**config.mk**
```make
export PLATFORM = sky130hd
export DESIGN_NAME = rc4_cmd_fifo
export DESIGN_NICKNAME = d
export VERILOG_FILES = /design/src/sv/rc4_pkg.sv /design/src/sv/rc4_cmd_fifo.sv
export SDC_FILE = /design/constraint.sdc
export NUM_CORES = 1
export LEC_CHECK = 0
export ABC_AREA = 0
export BUFFER_PORTS_ARGS = -buffer_cell sky130_fd_sc_hd__buf_2
export CELL_PAD_IN_SITES_DETAIL_PLACEMENT = 1
export CELL_PAD_IN_SITES_GLOBAL_PLACEMENT = 1
export CORE_MARGIN = 2
export CORE_UTILIZATION = 31
export CTS_BUF_LIST = sky130_fd_sc_hd__clkbuf_4 sky130_fd_sc_hd__clkbuf_8 sky130_fd_sc_hd__clkbuf_16
export CTS_CLUSTER_DIAMETER = 150
export DETAILED_ROUTE_END_ITERATION = 10
export PLACE_DENSITY_LB_ADDON = 0.1
export SLEW_MARGIN = 20
export SYNTH_ARGS = -nofsm -noshare
export SYNTH_HDL_FRONTEND = slang
export SYNTH_SLANG_ARGS = --single-unit
```
**constraint.sdc**
```tcl
create_clock -name aclk -period 4.1 [get_ports aclk]
set_input_delay 0.615 -clock aclk [delete_from_list [all_inputs] [get_ports aclk]]
set_output_delay 0.615 -clock aclk [all_outputs]
set_load 0.02 [all_outputs]
```
**src/sv/rc4_pkg.sv**
```systemverilog
// ============================================================================
// rc4_pkg
// Shared types and constants for the RC4 stream cipher block.
// ============================================================================
`default_nettype none

package rc4_pkg;

    // Key store geometry
    localparam int KEY_DEPTH = 256;
    localparam int KEY_AW    = (KEY_DEPTH > 1) ? $clog2(KEY_DEPTH) : 1;
    localparam int KEY_LEN_W = 9;

    // S-box geometry
    localparam int SBOX_DEPTH = 256;
    localparam int BYTE_W     = 8;

    // Command queue between front and engine
    localparam int FIFO_DEPTH = 4;
    localparam int FIFO_AW    = $clog2(FIFO_DEPTH);

    // Command codes handed from the front to the engine
    typedef enum logic [1:0] {
        OP_KEY_WR,
        OP_DATA,
        OP_DATA_START
    } op_t;

    typedef struct packed {
        op_t               op;
        logic [BYTE_W-1:0] data;
        logic [7:0]        key_index;
    } cmd_t;

    // Engine sequencer states
    typedef enum logic [3:0] {
        ST_IDLE,
        ST_KS_RD,
        ST_KS_ACC,
        ST_KS_WR_N,
        ST_KS_WR_A,
        ST_PG_RD_I,
        ST_PG_RD_J,
        ST_PG_SWAP,
        ST_PG_OUT
    } eng_state_t;

endpackage

`default_nettype wire

```
**src/sv/rc4_cmd_fifo.sv**
```systemverilog
// ============================================================================
// rc4_cmd_fifo
// Short command queue that decouples the front from the engine.
// ============================================================================
`default_nettype none

module rc4_cmd_fifo
    import rc4_pkg::*;
(
    input  wire logic aclk,
    input  wire logic aresetn,
    input  wire logic push_valid,
    output logic      push_ready,
    input  cmd_t      push_cmd,
    output logic      pop_valid,
    input  wire logic pop_ready,
    output cmd_t      pop_cmd
);

    cmd_t               entry_reg [FIFO_DEPTH];
    logic [FIFO_AW-1:0] wr_ptr_reg, wr_ptr_next;
    logic [FIFO_AW-1:0] rd_ptr_reg, rd_ptr_next;
    logic [FIFO_AW:0]   count_reg, count_next;
    logic               do_push;
    logic               do_pop;

    assign push_ready = (count_reg != (FIFO_AW + 1)'(FIFO_DEPTH));
    assign pop_valid  = (count_reg != '0);
    assign pop_cmd    = entry_reg[rd_ptr_reg];

    assign do_push = push_valid && push_ready;
    assign do_pop  = pop_valid && pop_ready;

    // Pointer and fill count update
    always_comb begin
        wr_ptr_next = wr_ptr_reg;
        rd_ptr_next = rd_ptr_reg;
        count_next  = count_reg;
        if (do_push) begin
            wr_ptr_next = wr_ptr_reg + 1'b1;
        end
        if (do_pop) begin
            rd_ptr_next = rd_ptr_reg + 1'b1;
        end
        if (do_push && !do_pop) begin
            count_next = count_reg + 1'b1;
        end else if (!do_push && do_pop) begin
            count_next = count_reg - 1'b1;
        end
    end

    always_ff @(posedge aclk) begin
        if (!aresetn) begin
            wr_ptr_reg <= '0;
            rd_ptr_reg <= '0;
            count_reg  <= '0;
        end else begin
            wr_ptr_reg <= wr_ptr_next;
            rd_ptr_reg <= rd_ptr_next;
            count_reg  <= count_next;
        end
    end

    // Entry storage
    always_ff @(posedge aclk) begin
        if (do_push) begin
            entry_reg[wr_ptr_reg] <= push_cmd;
        end
    end

endmodule

`default_nettype wire

```
Yosys cells after proc, flatten, opt, wreduce, memory -nomap -nowiden
Memory sizes are Yosys's and may differ from the RTL's. A register that Yosys moved wholly into a read port is not among the register bits.
Index checks and enable logic that the tools add are counted.
{"block": "totals", "ramBits": 72, "reg_bits": 7, "input_bits": 22, "word_cells": 23, "n_memories": 1}
{"block": "classes", "n_eq_ne": 1, "n_addsub": 4, "reduce_logical": 8, "mux": 6}
{"memory": "entry_reg", "depth": 4, "width": 18, "read_ports": 1, "rd_clocked_by_memory_dff": 1, "wr": 1, "line_no": "rc4_cmd_fifo.sv:20", "source": "cmd_t entry_reg [FIFO_DEPTH];"}
{"op": "3-bit 2-to-1 mux", "n": 2}
{"op": "2-bit by 1-bit adder with 2-bit output (second input constant)", "n": 2}
{"op": "1-bit logical AND", "n": 4}
{"op": "2-bit 2-to-1 mux", "n": 2}
{"op": "3-bit by 1-bit adder with 3-bit output (second input constant)", "n": 1}
{"op": "3-bit != test (second input constant)", "n": 1}
{"op": "3-bit nonzero test", "n": 1}
{"op": "3-bit by 1-bit subtractor with 3-bit output (second input constant)", "n": 1}
{"op": "1-bit zero test", "n": 2}
{"op": "1-bit 2-to-1 mux", "n": 2}
{"op": "2-bit nonzero test", "n": 1}

Depth between registers and ports, before layout
{"block": "depth", "ltp_word": 6, "mapped_depth": 8, "depth_no_buf": 8}

Least setup slack after synthesis
OpenSTA, ideal clock, no wires.
{"block": "synth_path", "path_type": "input-to-reg", "start": "in push_valid", "end": "reg count_reg[2]", "t_arrival_ps": 2075, "required_time_ps": 4024, "path_stages": 7, "slack_ps": 1950, "setup_ps": 76, "path_buffers": 0, "path_cell_list": "a21boi_2 -> ha_1 -> inv_1 -> fa_1 -> xor2_1 -> or3_1 -> a21boi_0"}
{"block": "synth_via", "elab_chain_len": 4}
{"item": "start: declaration", "line_no": "rc4_cmd_fifo.sv:12", "source": "input wire logic push_valid,"}
{"item": "1-bit logical AND (*)", "line_no": "rc4_cmd_fifo.sv:31", "source": "assign do_push = push_valid && push_ready;"}
{"item": "1-bit zero test", "line_no": "rc4_cmd_fifo.sv:47", "source": "end else if (!do_push && do_pop) begin"}
{"item": "1-bit logical AND", "line_no": "rc4_cmd_fifo.sv:47"}
{"item": "2-bit nonzero test (no source line)"}
{"item": "end signal: assignment", "line_no": "rc4_cmd_fifo.sv:60", "source": "count_reg <= count_next;"}
{"item": "end: declaration", "line_no": "rc4_cmd_fifo.sv:23", "source": "logic [FIFO_AW:0] count_reg, count_next;"}
Every way passes the cells marked *; elsewhere a longest branch is shown, timed or not.
A chain may end at the register's enable or synchronous reset.

==> impl_metrics.json <==
{
  "period_minus_slack_ps": 2480,
  "grt_pass1_wl_um": 9200,
  "ys_ff_latch": 81,
  "die_x_um": 105,
  "finalSetupViolCount": 0,
  "slew_headroom_pct": 28.1,
  "clock_latency_ps": 340,
  "fin_total_pwr_uw": 2350,
  "grt_pass1_vias": 1720,
  "syn_nets": 170,
  "cp-start-kind": "flop",
  "final_layout_size_suffix_gt1_share_pct": 35.9,
  "min_path_type": "input pin to flop",
  "fill_cells": 991,
  "h-tree-depth": 3,
  "hold_violations": 0,
  "synth_edf_count": 72,
  "start_util_pct": 32.1,
  "dp_hpwl_um": 3550,
  "ioPinCount": 42,
  "grt-ovfl-total": 0,
  "die_area_sq_um": 10900,
  "area_delta_synth_final_pct": 18.2,
  "p_leak_uw": 0.00127,
  "cp_max_fo": 18,
  "synth_top_area_share_pct": 69.0,
  "yosys-top-cells-count": "edfxtp_1, mux4_2, dfxtp_1",
  "cellPowerDensity_nw_per_um2": 634,
  "slew_violations": 0,
  "skew_ps": 12.5,
  "drcViolationCount": 0,
  "outcome": "complete, no violations",
  "drtAntennaViolNets": 0,
  "max_slew.worst_pin.slew_ps": 1080,
  "clk_pin_slew_ps": 90,
  "crit_arrival_ps": 1860,
  "cts_inserted_buffers": 9,
  "cts_tree": "built",
  "row_count": 36,
  "place_area_sq_um": 3470,
  "yosys.area.top_type": "edfxtp_1",
  "vias": 1471,
  "tns_ps": 0,
  "period_share_pct": 60.4,
  "drt_iter0_drc": 37,
  "antenna_found_initial": 0,
  "core_area_sq_um": 9770,
  "rsz0062_at_grt": "no",
  "synthTopCellsByArea": "edfxtp_1, mux4_2, mux4_1",
  "diodes": 0,
  "numPortBuffers": 41,
  "reg2reg_slack_ps": 1790,
  "post-cts-setup-buffers": 0,
  "hold_buffers": 0,
  "die_y_um": 105,
  "grt_usage_pct": 11.3,
  "cp.required_ps": 3480,
  "yosysMostFrequentCell": "edfxtp_1",
  "ys_seq_area_share_pct": 74.7,
  "grt_max_degree": 19,
  "avgRoutedWirePerCell_um": 17.5,
  "ctsResizeCount": 0,
  "synth_cell_types": 24,
  "postRouteWirelength_um": 5750,
  "dr.pass1.iters": 4,
  "fmax_mhz": 404,
  "max_cap_violations": 0,
  "synthArstFlopShare_pct": 0,
  "cp-end-kind": "output port",
  "syn_area_sq_um": 3130,
  "nets": 218,
  "avgSynthCellArea_sq_um": 22.1,
  "design_area_sq_um": 3710,
  "cts_sinks": 81,
  "yosys_most_used_dff": "edfxtp_1",
  "largest_reg_flops": 72,
  "yosys_warnings": 0,
  "place_congestion": 0.712,
  "critPathKind": "flop to output port",
  "viasPerCell": 4.48,
  "clk_path_buf_depth": 2,
  "syn_inst": 142,
  "ir_drop_uv": 206,
  "cts_root_buf": "clkbuf_8"
}
[worst paths after layout]
| path | startpoint | end | depth (start not counted) |
|---|---|---|---|
| setup reg to reg | count_reg[0] | count_reg[2] | 8 |
| hold reg to reg | wr_ptr_reg[0] | wr_ptr_reg[0] | 2 |
| setup / recovery | flop | pop_cmd[10] | 2 |
| hold / removal | push_cmd[12] | entry_reg[3][12] | 1 |
[critical path: stages, from the launching register on]
cell     delay (ps)
dfxtp_1         920
mux4_2          440
buf_2           180
[metrics by stage]
stage	util [%]	instances	worst slack [ps]	hold slack, ps
after global placement	35.5	312	1790	482
after floorplan	-	142	1950	468
after global routing	37.9	328	1480	476
final	37.9	328	1620	492
after detailed placement	35.5	312	1700	516
after CTS	37.9	328	1510	473
[power by group]
group / total (uW) / internal (uW) / switching, uW
clock: 682 / 409 / 274
sequential: 1070 / 1010 / 62.7
combinational: 598 / 265 / 333
[logic make-up (layout without fill, tap and decap cells)]
group	Yosys count	in the layout	synth area share, %
AO/OA/AOI/OAI	5	5	1.96
XOR/XNOR	4	4	1.12
buffers and inverters	8	61	1.80
multiplexers	21	21	14.9
flip-flops	81	81	74.7
adder cells (fa/ha/maj)	6	6	2.63
AND/OR/NAND/NOR	17	17	2.91
[cells in the final DEF, fill, tap and decap left out, drive strengths merged, types with 2 or more instances in the layout]
| master | count |
|---|---|
| xnor2 | 3 |
| or3 | 2 |
| inv | 3 |
| ha | 5 |
| mux4 | 18 |
| and2 | 8 |
| clkbuf | 10 |
| nand2 | 5 |
| a21boi | 2 |
| bufinv | 3 |
| clkinv | 2 |
| edfxtp | 72 |
| buf | 42 |
| mux2i | 3 |
| dfxtp | 9 |
[layout make-up]
| cell class | instances | area (sq um) | area share, % |
|---|---|---|---|
| Timing Repair Buffer | 42 | 213 | 5.74 |
| Multi-Input combinational cell | 53 | 736 | 19.9 |
| Sequential cell | 81 | 2340 | 63.2 |
| Tap cell | 133 | 166 | 4.49 |
| Inverter | 3 | 11.3 | 0.304 |
| Clock buffer | 10 | 131 | 3.54 |
| Clock inverter | 6 | 106 | 2.87 |
[layer usage]
metal	wire length (um)	global-route usage (%)	vias to the layer above
li1	-	-	670
met1	2330	12.2	770
met2	3200	21.1	24
met3	153	2.43	7
met4	74	4.92	0
met5	0	0	-
(Power assumes the default switching activity.)
