`config.mk`:
```
export PLATFORM = sky130hd
export DESIGN_NAME = rc4_front
export DESIGN_NICKNAME = d
export VERILOG_FILES = /design/src/sv/rc4_pkg.sv /design/src/sv/rc4_front.sv
export SDC_FILE = /design/constraint.sdc
export NUM_CORES = 1
export LEC_CHECK = 0
export ABC_AREA = 1
export BUFFER_PORTS_ARGS = -buffer_cell sky130_fd_sc_hd__buf_4
export CORE_MARGIN = 2
export CORE_UTILIZATION = 35
export CTS_CLUSTER_DIAMETER = 50
export DETAILED_ROUTE_END_ITERATION = 16
export PLACE_DENSITY = 0.74
export SLEW_MARGIN = 20
export SYNTH_ARGS = -nofsm -noshare
export SYNTH_HDL_FRONTEND = slang
export SYNTH_SLANG_ARGS = --single-unit
```
`constraint.sdc`:
```
create_clock -name aclk -period 1.47 [get_ports aclk]
set_clock_uncertainty 0.1 [all_clocks]
set_input_delay 0.2205 -clock aclk [delete_from_list [all_inputs] [get_ports aclk]]
set_output_delay 0.2205 -clock aclk [all_outputs]
set_load 0.02 [all_outputs]
```
`src/sv/rc4_pkg.sv`:
```
// ============================================================================
// rc4_pkg
// Shared types and constants for the RC4 stream cipher block.
// ============================================================================
`default_nettype none

package rc4_pkg;

    // Key store geometry
    localparam int KEY_DEPTH = 256;
    localparam int KEY_AW    = (KEY_DEPTH > 1) ? $clog2(KEY_DEPTH) : 1;
    localparam int KEY_LEN_W = 9;

    // S-box geometry
    localparam int SBOX_DEPTH = 256;
    localparam int BYTE_W     = 8;

    // Command queue between front and engine
    localparam int FIFO_DEPTH = 4;
    localparam int FIFO_AW    = $clog2(FIFO_DEPTH);

    // Command codes handed from the front to the engine
    typedef enum logic [1:0] {
        OP_KEY_WR,
        OP_DATA,
        OP_DATA_START
    } op_t;

    typedef struct packed {
        op_t               op;
        logic [BYTE_W-1:0] data;
        logic [7:0]        key_index;
    } cmd_t;

    // Engine sequencer states
    typedef enum logic [3:0] {
        ST_IDLE,
        ST_KS_RD,
        ST_KS_ACC,
        ST_KS_WR_N,
        ST_KS_WR_A,
        ST_PG_RD_I,
        ST_PG_RD_J,
        ST_PG_SWAP,
        ST_PG_OUT
    } eng_state_t;

endpackage

`default_nettype wire

```
`src/sv/rc4_front.sv`:
```
// ============================================================================
// rc4_front
// Accepts input items, classifies them into engine commands and holds the
// key length register.
// ============================================================================
`default_nettype none

module rc4_front
    import rc4_pkg::*;
(
    input  wire logic                 aclk,
    input  wire logic                 aresetn,
    // input item channel
    input  wire logic                 s_valid,
    output logic                      s_ready,
    input  wire logic                 s_req_type,
    input  wire logic [7:0]           s_byte_value,
    input  wire logic [7:0]           s_key_index,
    input  wire logic                 s_start_message,
    // configuration write channel
    input  wire logic                 cfg_valid,
    output logic                      cfg_ready,
    input  wire logic [KEY_LEN_W-1:0] cfg_data,
    // command out to queue
    output logic                      cmd_valid,
    input  wire logic                 cmd_ready,
    output cmd_t                      cmd,
    output logic [KEY_LEN_W-1:0]      key_length
);

    logic [KEY_LEN_W-1:0] key_length_reg;
    logic [KEY_LEN_W-1:0] key_length_next;
    logic                 key_in_range;

    // Key length register: out-of-range writes leave it unchanged
    assign cfg_ready = 1'b1;

    always_comb begin
        key_length_next = key_length_reg;
        if (cfg_valid && (cfg_data != '0) && (cfg_data <= KEY_LEN_W'(SBOX_DEPTH))) begin
            key_length_next = cfg_data;
        end
    end

    always_ff @(posedge aclk) begin
        if (!aresetn) begin
            key_length_reg <= KEY_LEN_W'(1);
        end else begin
            key_length_reg <= key_length_next;
        end
    end

    assign key_length = key_length_reg;

    // Classify the item; key writes past the store are taken and dropped
    assign key_in_range = ({1'b0, s_key_index} < 9'(KEY_DEPTH));

    always_comb begin
        cmd.data      = s_byte_value;
        cmd.key_index = s_key_index;
        if (!s_req_type) begin
            cmd.op = OP_KEY_WR;
        end else if (s_start_message) begin
            cmd.op = OP_DATA_START;
        end else begin
            cmd.op = OP_DATA;
        end
    end

    assign cmd_valid = s_valid && (s_req_type || key_in_range);
    assign s_ready   = cmd_ready;

endmodule

`default_nettype wire

```
# Yosys cells after proc, flatten, opt, wreduce, memory -nomap -nowiden
# Cells that the tools add are included.
# totals
reg_bits	9
input_bits	32
out_inout_bits	30
word_cells	7
# classes
n_lt_le_gt_ge	1
n_mux	2
n_reduce_logical	3
# op_table
op	count
9-bit <= comparator, second input constant	1
9-bit nonzero test	1
2-bit two-way mux	2
1-bit logical AND	2

# Logic depth before layout (Yosys ltp)
# Gate-level depths: netlist (run 1).
# logic_depth
depth_word	3
ltp_mapped	8
ltp_nobuf	8

# Least setup slack after synthesis (run 1)
# Ideal clock, no wire load.
# synth_path
path_kind	input to register
from	input port cfg_data[2]
to	register key_length_reg[1], in the netlist key_length[1]
arrival_time_ps	945
setup_slack_ps	315
stages	8
cell_sequence	nor2_1 > nand2_1 > nor2_1 > nand2_2 > nand3_4 > nand2_1 > inv_1 > nor2_1
# synth_via
elab_chain_cells	3
# synth_lines
item	line	text
start: declaration	rc4_front.sv:23	input wire logic [KEY_LEN_W-1:0] cfg_data,
branches (longest 2 deep; another with 9-bit <= comparator)	--	
1-bit logical AND (*)	rc4_front.sv:40	if (cfg_valid && (cfg_data != '0) && (cfg_data <= KEY_LEN_W'(SBOX_DEPTH))) begin
end signal: assignment	rc4_front.sv:49	key_length_reg <= key_length_next;
end: declaration	rc4_front.sv:31	logic [KEY_LEN_W-1:0] key_length_reg;
# Mark *: on every way between the ends.
# A chain may end at the register's enable or synchronous reset.

# Final worst setup path (run 1)
# layout_path
from	input port cfg_data[2]
to	register key_length_reg[2], in the netlist key_length[2]
# layout_via
elab_chain_cells	3
# layout_lines
item
branches (longest 3 deep; another with 9-bit <= comparator)
# Parallel ways; which one is timed is not known.

==> results of run 1 <==
## where the power goes
part           total (µW)  switching [µW]  internal (µW)
sequential            269            7.97            261
combinational         157            86.4           70.7
clock                 189            84.9            105
## logic make-up (layout without fill, tap and decap cells)
| logic type | Yosys count | in the layout | share of synthesized area |
|---|---|---|---|
| buffers and inverters | 46 | 53 | 0.372 |
| AND/OR/NAND/NOR | 44 | 44 | 0.315 |
| other | 1 | 1 | 0.00572 |
| AO/OA/AOI/OAI | 2 | 2 | 0.0324 |
| flip-flops | 9 | 9 | 0.275 |
## worst paths after layout
kind / from / end / slack (ps)
setup / recovery: cfg_data[2] / key_length[2] / 350
hold reg to reg: key_length[8] / key_length[8] / 360
setup reg to reg: key_length[5] / key_length[5] / 740
hold / removal: aresetn / key_length[0] / 110
## metal layers
metal	share of wire	vias up	GRT usage
met5	0	-	0
met4	0.024	0	0.0889
met3	0.089	5	0.0269
met2	0.52	20	0.222
met1	0.36	231	0.128
li1	-	296	-
## cells in the mapped netlist
cell	n
nor2_1	13
conb_1	1
buf_1	2
nand3_4	1
a21oi_1	1
nand3b_1	1
o21ai_4	1
nand2_1	19
inv_1	25
buf_4	19
nand2_2	1
dfxtp_1	9
nand4_1	8
nand3_1	1
## cell type report
class                      instances  area [µm²]  area share
clock buffer                       4        26.3      0.0354
inverter                          25        93.8       0.126
multi-input combinational         47         231       0.311
sequential                         9         180       0.242
tap                               25        31.3      0.0421
timing repair buffer              24         180       0.242
## per-stage QoR
step | setup WS, ps | util
global route | 157 | 0.426
finish | 346 | 0.426
global placement | 115 | 0.411
detailed placement | 49.1 | 0.411
floorplan | 315 | -
CTS | 322 | 0.426
==> flow_summary_export.csv, run 1 <==
group,metric,value,unit
finish,antenna_cells,0,
critical_path,crit_arrival,1190,ps
power_and_ir_drop,power_density,828,nW/µm²
cts,clk_pin_slew,60,ps
die,initial_core_util,0.376,
cts,cts_setup_buffers,0,
cts,cts_made_buffers,3,
drt,wirelength,1.23,mm
global_routing,overflow,0,
synthesis,yosysTopAreaCellShare,0.275,
synthesis,synth_fp_nets,134,
synthesis,synth_area_per_cell,6.43,µm²
timing,setup_viol,0,
global_routing,grt_usage,0.125,
timing,hold_violations,0,
finish,final_cell_mix,"25 x inv_1, 24 x buf_4, 19 x nand2_1",
critical_path,critPathTopFamily,"simple AND/OR/NAND/NOR gates",
cts,htree_num_levels,1,
finish,n_fill_cell,213,
power_and_ir_drop,p_total,615,µW
global_routing,antenna_found_initial,0,
placed_design,place_hpwl,1.01,mm
global_routing,grt_max_degree,11,
placed_design,port_buffers,24,
critical_path,required,1530,ps
power_and_ir_drop,peakVddDrop,0.323,mV
die,die_h,47.3,µm
critical_path,reg2regPathDepth,4,
critical_path,crit_buf_inv,2,
finish,fin_nets,142,
drt,drtIter0Drc,3,
critical_path,cp_max_fo,9,
timing,finalSetupTns,0,ps
critical_path,end_kind,"register",
finish,final_common_cell,"inv_1",
drt,num_vias,552,
placed_design,dpl.cell_count,130,
critical_path,crit_chain,"buf_4, nor2_1, nand2_1, nor2_1, nand2_2, nand3_4, nand2_1, inv_1, nor2_1",
synthesis,yosysWarnings,0,
drt,drtPass1Iterations,4,
timing,rsz0062_at_grt,"false",
finish,area_delta_synth_final,13.4,%
finish,layout.cells.non_filler,134,
drt,wl_per_cell,9.16,µm
synthesis,mappedNetlistArea,656,µm²
job,maxCapViolations,0,
critical_path,critPathMostFrequentCell,"nor2_1",
power_and_ir_drop,total_leakage_power,0.000427,µW
critical_path,path_class,"primary input to register",
synthesis,synth_cells,102,
die,die_area,2240,µm²
synthesis,synth_cell_types,14,
cts,cts_sinks,9,
die,coreArea,1750,µm²
synthesis,yosys-top-cells-area,"dfxtp_1 27%, buf_4 22%, inv_1 14%",
worst_hold_path,hold_path_depth,2,
status,status,"finished, final reports clean",
cts,clk-insertion-delay-late,260,ps
timing,fin_crit,1120,ps
cts,cts-resized-gates,0,
synthesis,synth_top_area_cell,"dfxtp_1",
placed_design,place_area,717,µm²
cts,cts_hold_buffers,0,
finish,drive_gt1_frac,0.275,
global_routing,grt_pass1_wl,1.95,mm
synthesis,ys_seq_elements,9,
timing,slew_viol_final,0,
finish,largest_reg_flops,9,
finish,fin_area,743,µm²
critical_path,crit_path_top_delay_cell,"nor2_1",
timing,timing.hold.ws,107,ps
drt,vias_per_cell,4.12,
critical_path,startpoint_type,"primary input",
die,die_w,47.3,µm
critical_path,critPathMaxStageDelay,170,ps
timing,finalCritPeriodShare,0.765,
critical_path,cp_num_cells,9,
cts,cts_tree,"yes",
synthesis,seq_area_frac_synth,0.275,
timing,max_clock_freq,890,MHz
global_routing,grt_pass1_vias,496,
cts,ctsLongestPathBuffers,2,
drt,drc_errors,0,
drt,postRouteAntennaNets,0,
die,ios,62,
cts,cts_root_buf,"clkbuf_4",
die,rows,15,
placed_design,gp_congestion,0.764,
worst_hold_path,min_path_type,"primary input to register",
(Power assumes the default switching activity.)
==> run 2, diff against run 1 <==
clock period = 1.17 ns   (was 1.47 ns; I/O delays follow)
==> run 2 against run 1 <==
Compared with the run above:
- clock-buffer cell count unchanged
- critical path depth down 1
- non-clock buffer count up 6
- total power up 25%
- worst setup slack worse by 210 ps
- combinational power up 31%
- sequential share of layout area down 1.6 points
- via count up 7.4%
- sequential power up 25%
- global-route usage down 1.7 points
- final cell count up 5.2%
- clock power up 20%
- critical path type unchanged
- largest power group unchanged
==> flow_summary_export.csv, run 2 (synthesis gave the netlist of run 1 again) <==
group,metric,value,unit
power_and_ir_drop,peakVddDrop,0.331,mV
global_routing,grt_max_degree,11,
finish,fin_util,0.457,
finish,drive_gt1_frac,0.328,
die,initial_core_util,0.376,
global_routing,antenna_found_initial,0,
placed_design,place_hpwl,924,µm
cts,clk_pin_slew,50,ps
cts,cts_hold_buffers,0,
worst_hold_path,hold_path_depth,2,
critical_path,required,1210,ps
placed_design,port_buffers,24,
global_routing,grt_pass1_wl,1.73,mm
die,die_area,2240,µm²
die,ios,62,
drt,num_vias,593,
placed_design,gp_congestion,0.759,
cts,htree_num_levels,1,
finish,area_delta_synth_final,21.6,%
timing,slew_viol_final,0,
critical_path,reg2regPathDepth,4,
critical_path,startpoint_type,"primary input",
die,die_w,47.3,µm
timing,hold_violations,0,
global_routing,top_usage_layer,"met2",
die,coreArea,1750,µm²
global_routing,grt_usage,0.108,
power_and_ir_drop,p_comb_frac,0.267,
critical_path,cp_max_fo,5,
worst_hold_path,min_path_type,"primary input to register",
cts,cts_sinks,9,
finish,fin_nets,149,
power_and_ir_drop,power_switching,216,µW
timing,finalCritPeriodShare,0.885,
timing,finalSetupTns,0,ps
drt,drtPass1Iterations,4,
timing,fin_crit,1040,ps
die,die_h,47.3,µm
power_and_ir_drop,netSwitchingFraction,0.280,
power_and_ir_drop,seq_power_share,0.438,
critical_path,end_kind,"register",
status,status,"finished, final reports clean",
drt,wirelength,1.19,mm
timing,max_clock_freq,965,MHz
critical_path,timing.rr.start,"key_length[3]",
cts,cts_tree,"yes",
drt,drtIter0Drc,7,
cts,ctsLongestPathBuffers,2,
global_routing,grt_util_met2,0.176,
finish,final_cell_mix,"30 x buf_4, 25 x inv_1, 19 x nand2_1",
power_and_ir_drop,total_leakage_power,0.000456,µW
drt,wl_per_cell,8.41,µm
job,maxCapViolations,0,
power_and_ir_drop,intPower,554,µW
cts,cts_root_buf,"clkbuf_4",
die,rows,15,
finish,multi_input_area,240,µm²
cts,clk-insertion-delay-late,250,ps
drt,postRouteAntennaNets,0,
finish,n_fill_cell,184,
critical_path,r2r_slack,460,ps
worst_hold_path,holdPathEnd,"key_length[0]",
drt,drc_errors,0,
finish,largest_reg_flops,9,
finish,ff_latch_area,180,µm²
worst_hold_path,min-delay-start,"aresetn",
global_routing,grt_pass1_vias,430,
timing,setup_viol,0,
drt,vias_per_cell,4.21,
critical_path,crit_arrival,1070,ps
cts,cts_made_buffers,3,
global_routing,grt_use_met3,0.0154,
power_and_ir_drop,clkPwrFrac,0.295,
finish,final_common_cell,"buf_4",
critical_path,path_class,"primary input to register",
critical_path,r2r-end,"key_length[3]",
global_routing,use_met1,0.130,
finish,antenna_cells,0,
global_routing,overflow,0,
power_and_ir_drop,power_density,966,nW/µm²
[run 2: cell count changes in the layout (fill, tap and decap cells not counted), sizes merged]
cell,delta
buf,+6
nand2,+1
[run 2: area by class of cell]
type | instances | share of cell area
multi-input combinational | 48 | 0.301
sequential | 9 | 0.226
timing repair buffer | 30 | 0.283
inverter | 25 | 0.118
clock buffer | 4 | 0.0330
tap | 25 | 0.0392
[run 2: worst max-delay path, cell delays in order]
cell	delay, ps
buf_4	110
nor2_1	120
nand2_2	100
nor2_2	160
nand2_2	120
buf_4	150
nand4_1	70
nand3_1	80
[run 2: how the worst max path moves through the flow]
stage | start | slack (ps) | endpoint
global route | cfg_data[4] | -10 | key_length[2]
detailed placement | cfg_data[2] | -200 | key_length[4]
global placement | cfg_data[2] | -140 | key_length[6]
CTS | cfg_data[2] | 60 | key_length[4]
floorplan | cfg_data[2] | 60 | key_length[1]
finish | cfg_data[6] | 130 | key_length[0]
[run 2: through the flow]
step / cell area [µm²] / total power, µW / std cells / hold WS [ps] / worst slack (ps)
floorplan: 656 / 547 / 102 / 253 / 59.9
global placement: 724 / 541 / 131 / 251 / -136
detailed placement: 724 / 544 / 131 / 251 / -203
CTS: 751 / 771 / 135 / 80.1 / 62.8
global route: 797 / 818 / 141 / 81.3 / -14.4
finish: 797 / 770 / 141 / 80.2 / 134
[run 2: metal layers]
layer	share of wire	wire, µm	up-vias
met5	0	0	-
met4	0.021	25	0
met3	0.093	110	6
met2	0.51	601	26
met1	0.38	448	252
li1	-	-	309
[run 2: timing repair]
item / in CTS / in global routing
setup buffers: 0 / 5
gates resized for setup: 0 / 2
endpoints found under the setup margin: 0 / 7
[run 2: power groups by stage]
stage | clock [µW] | combinational [µW] | sequential (µW)
floorplan | 0 | 177 | 370
global placement | 0 | 197 | 343
detailed placement | 0 | 200 | 344
CTS | 233 | 201 | 337
global route | 249 | 229 | 340
finish | 227 | 206 | 337
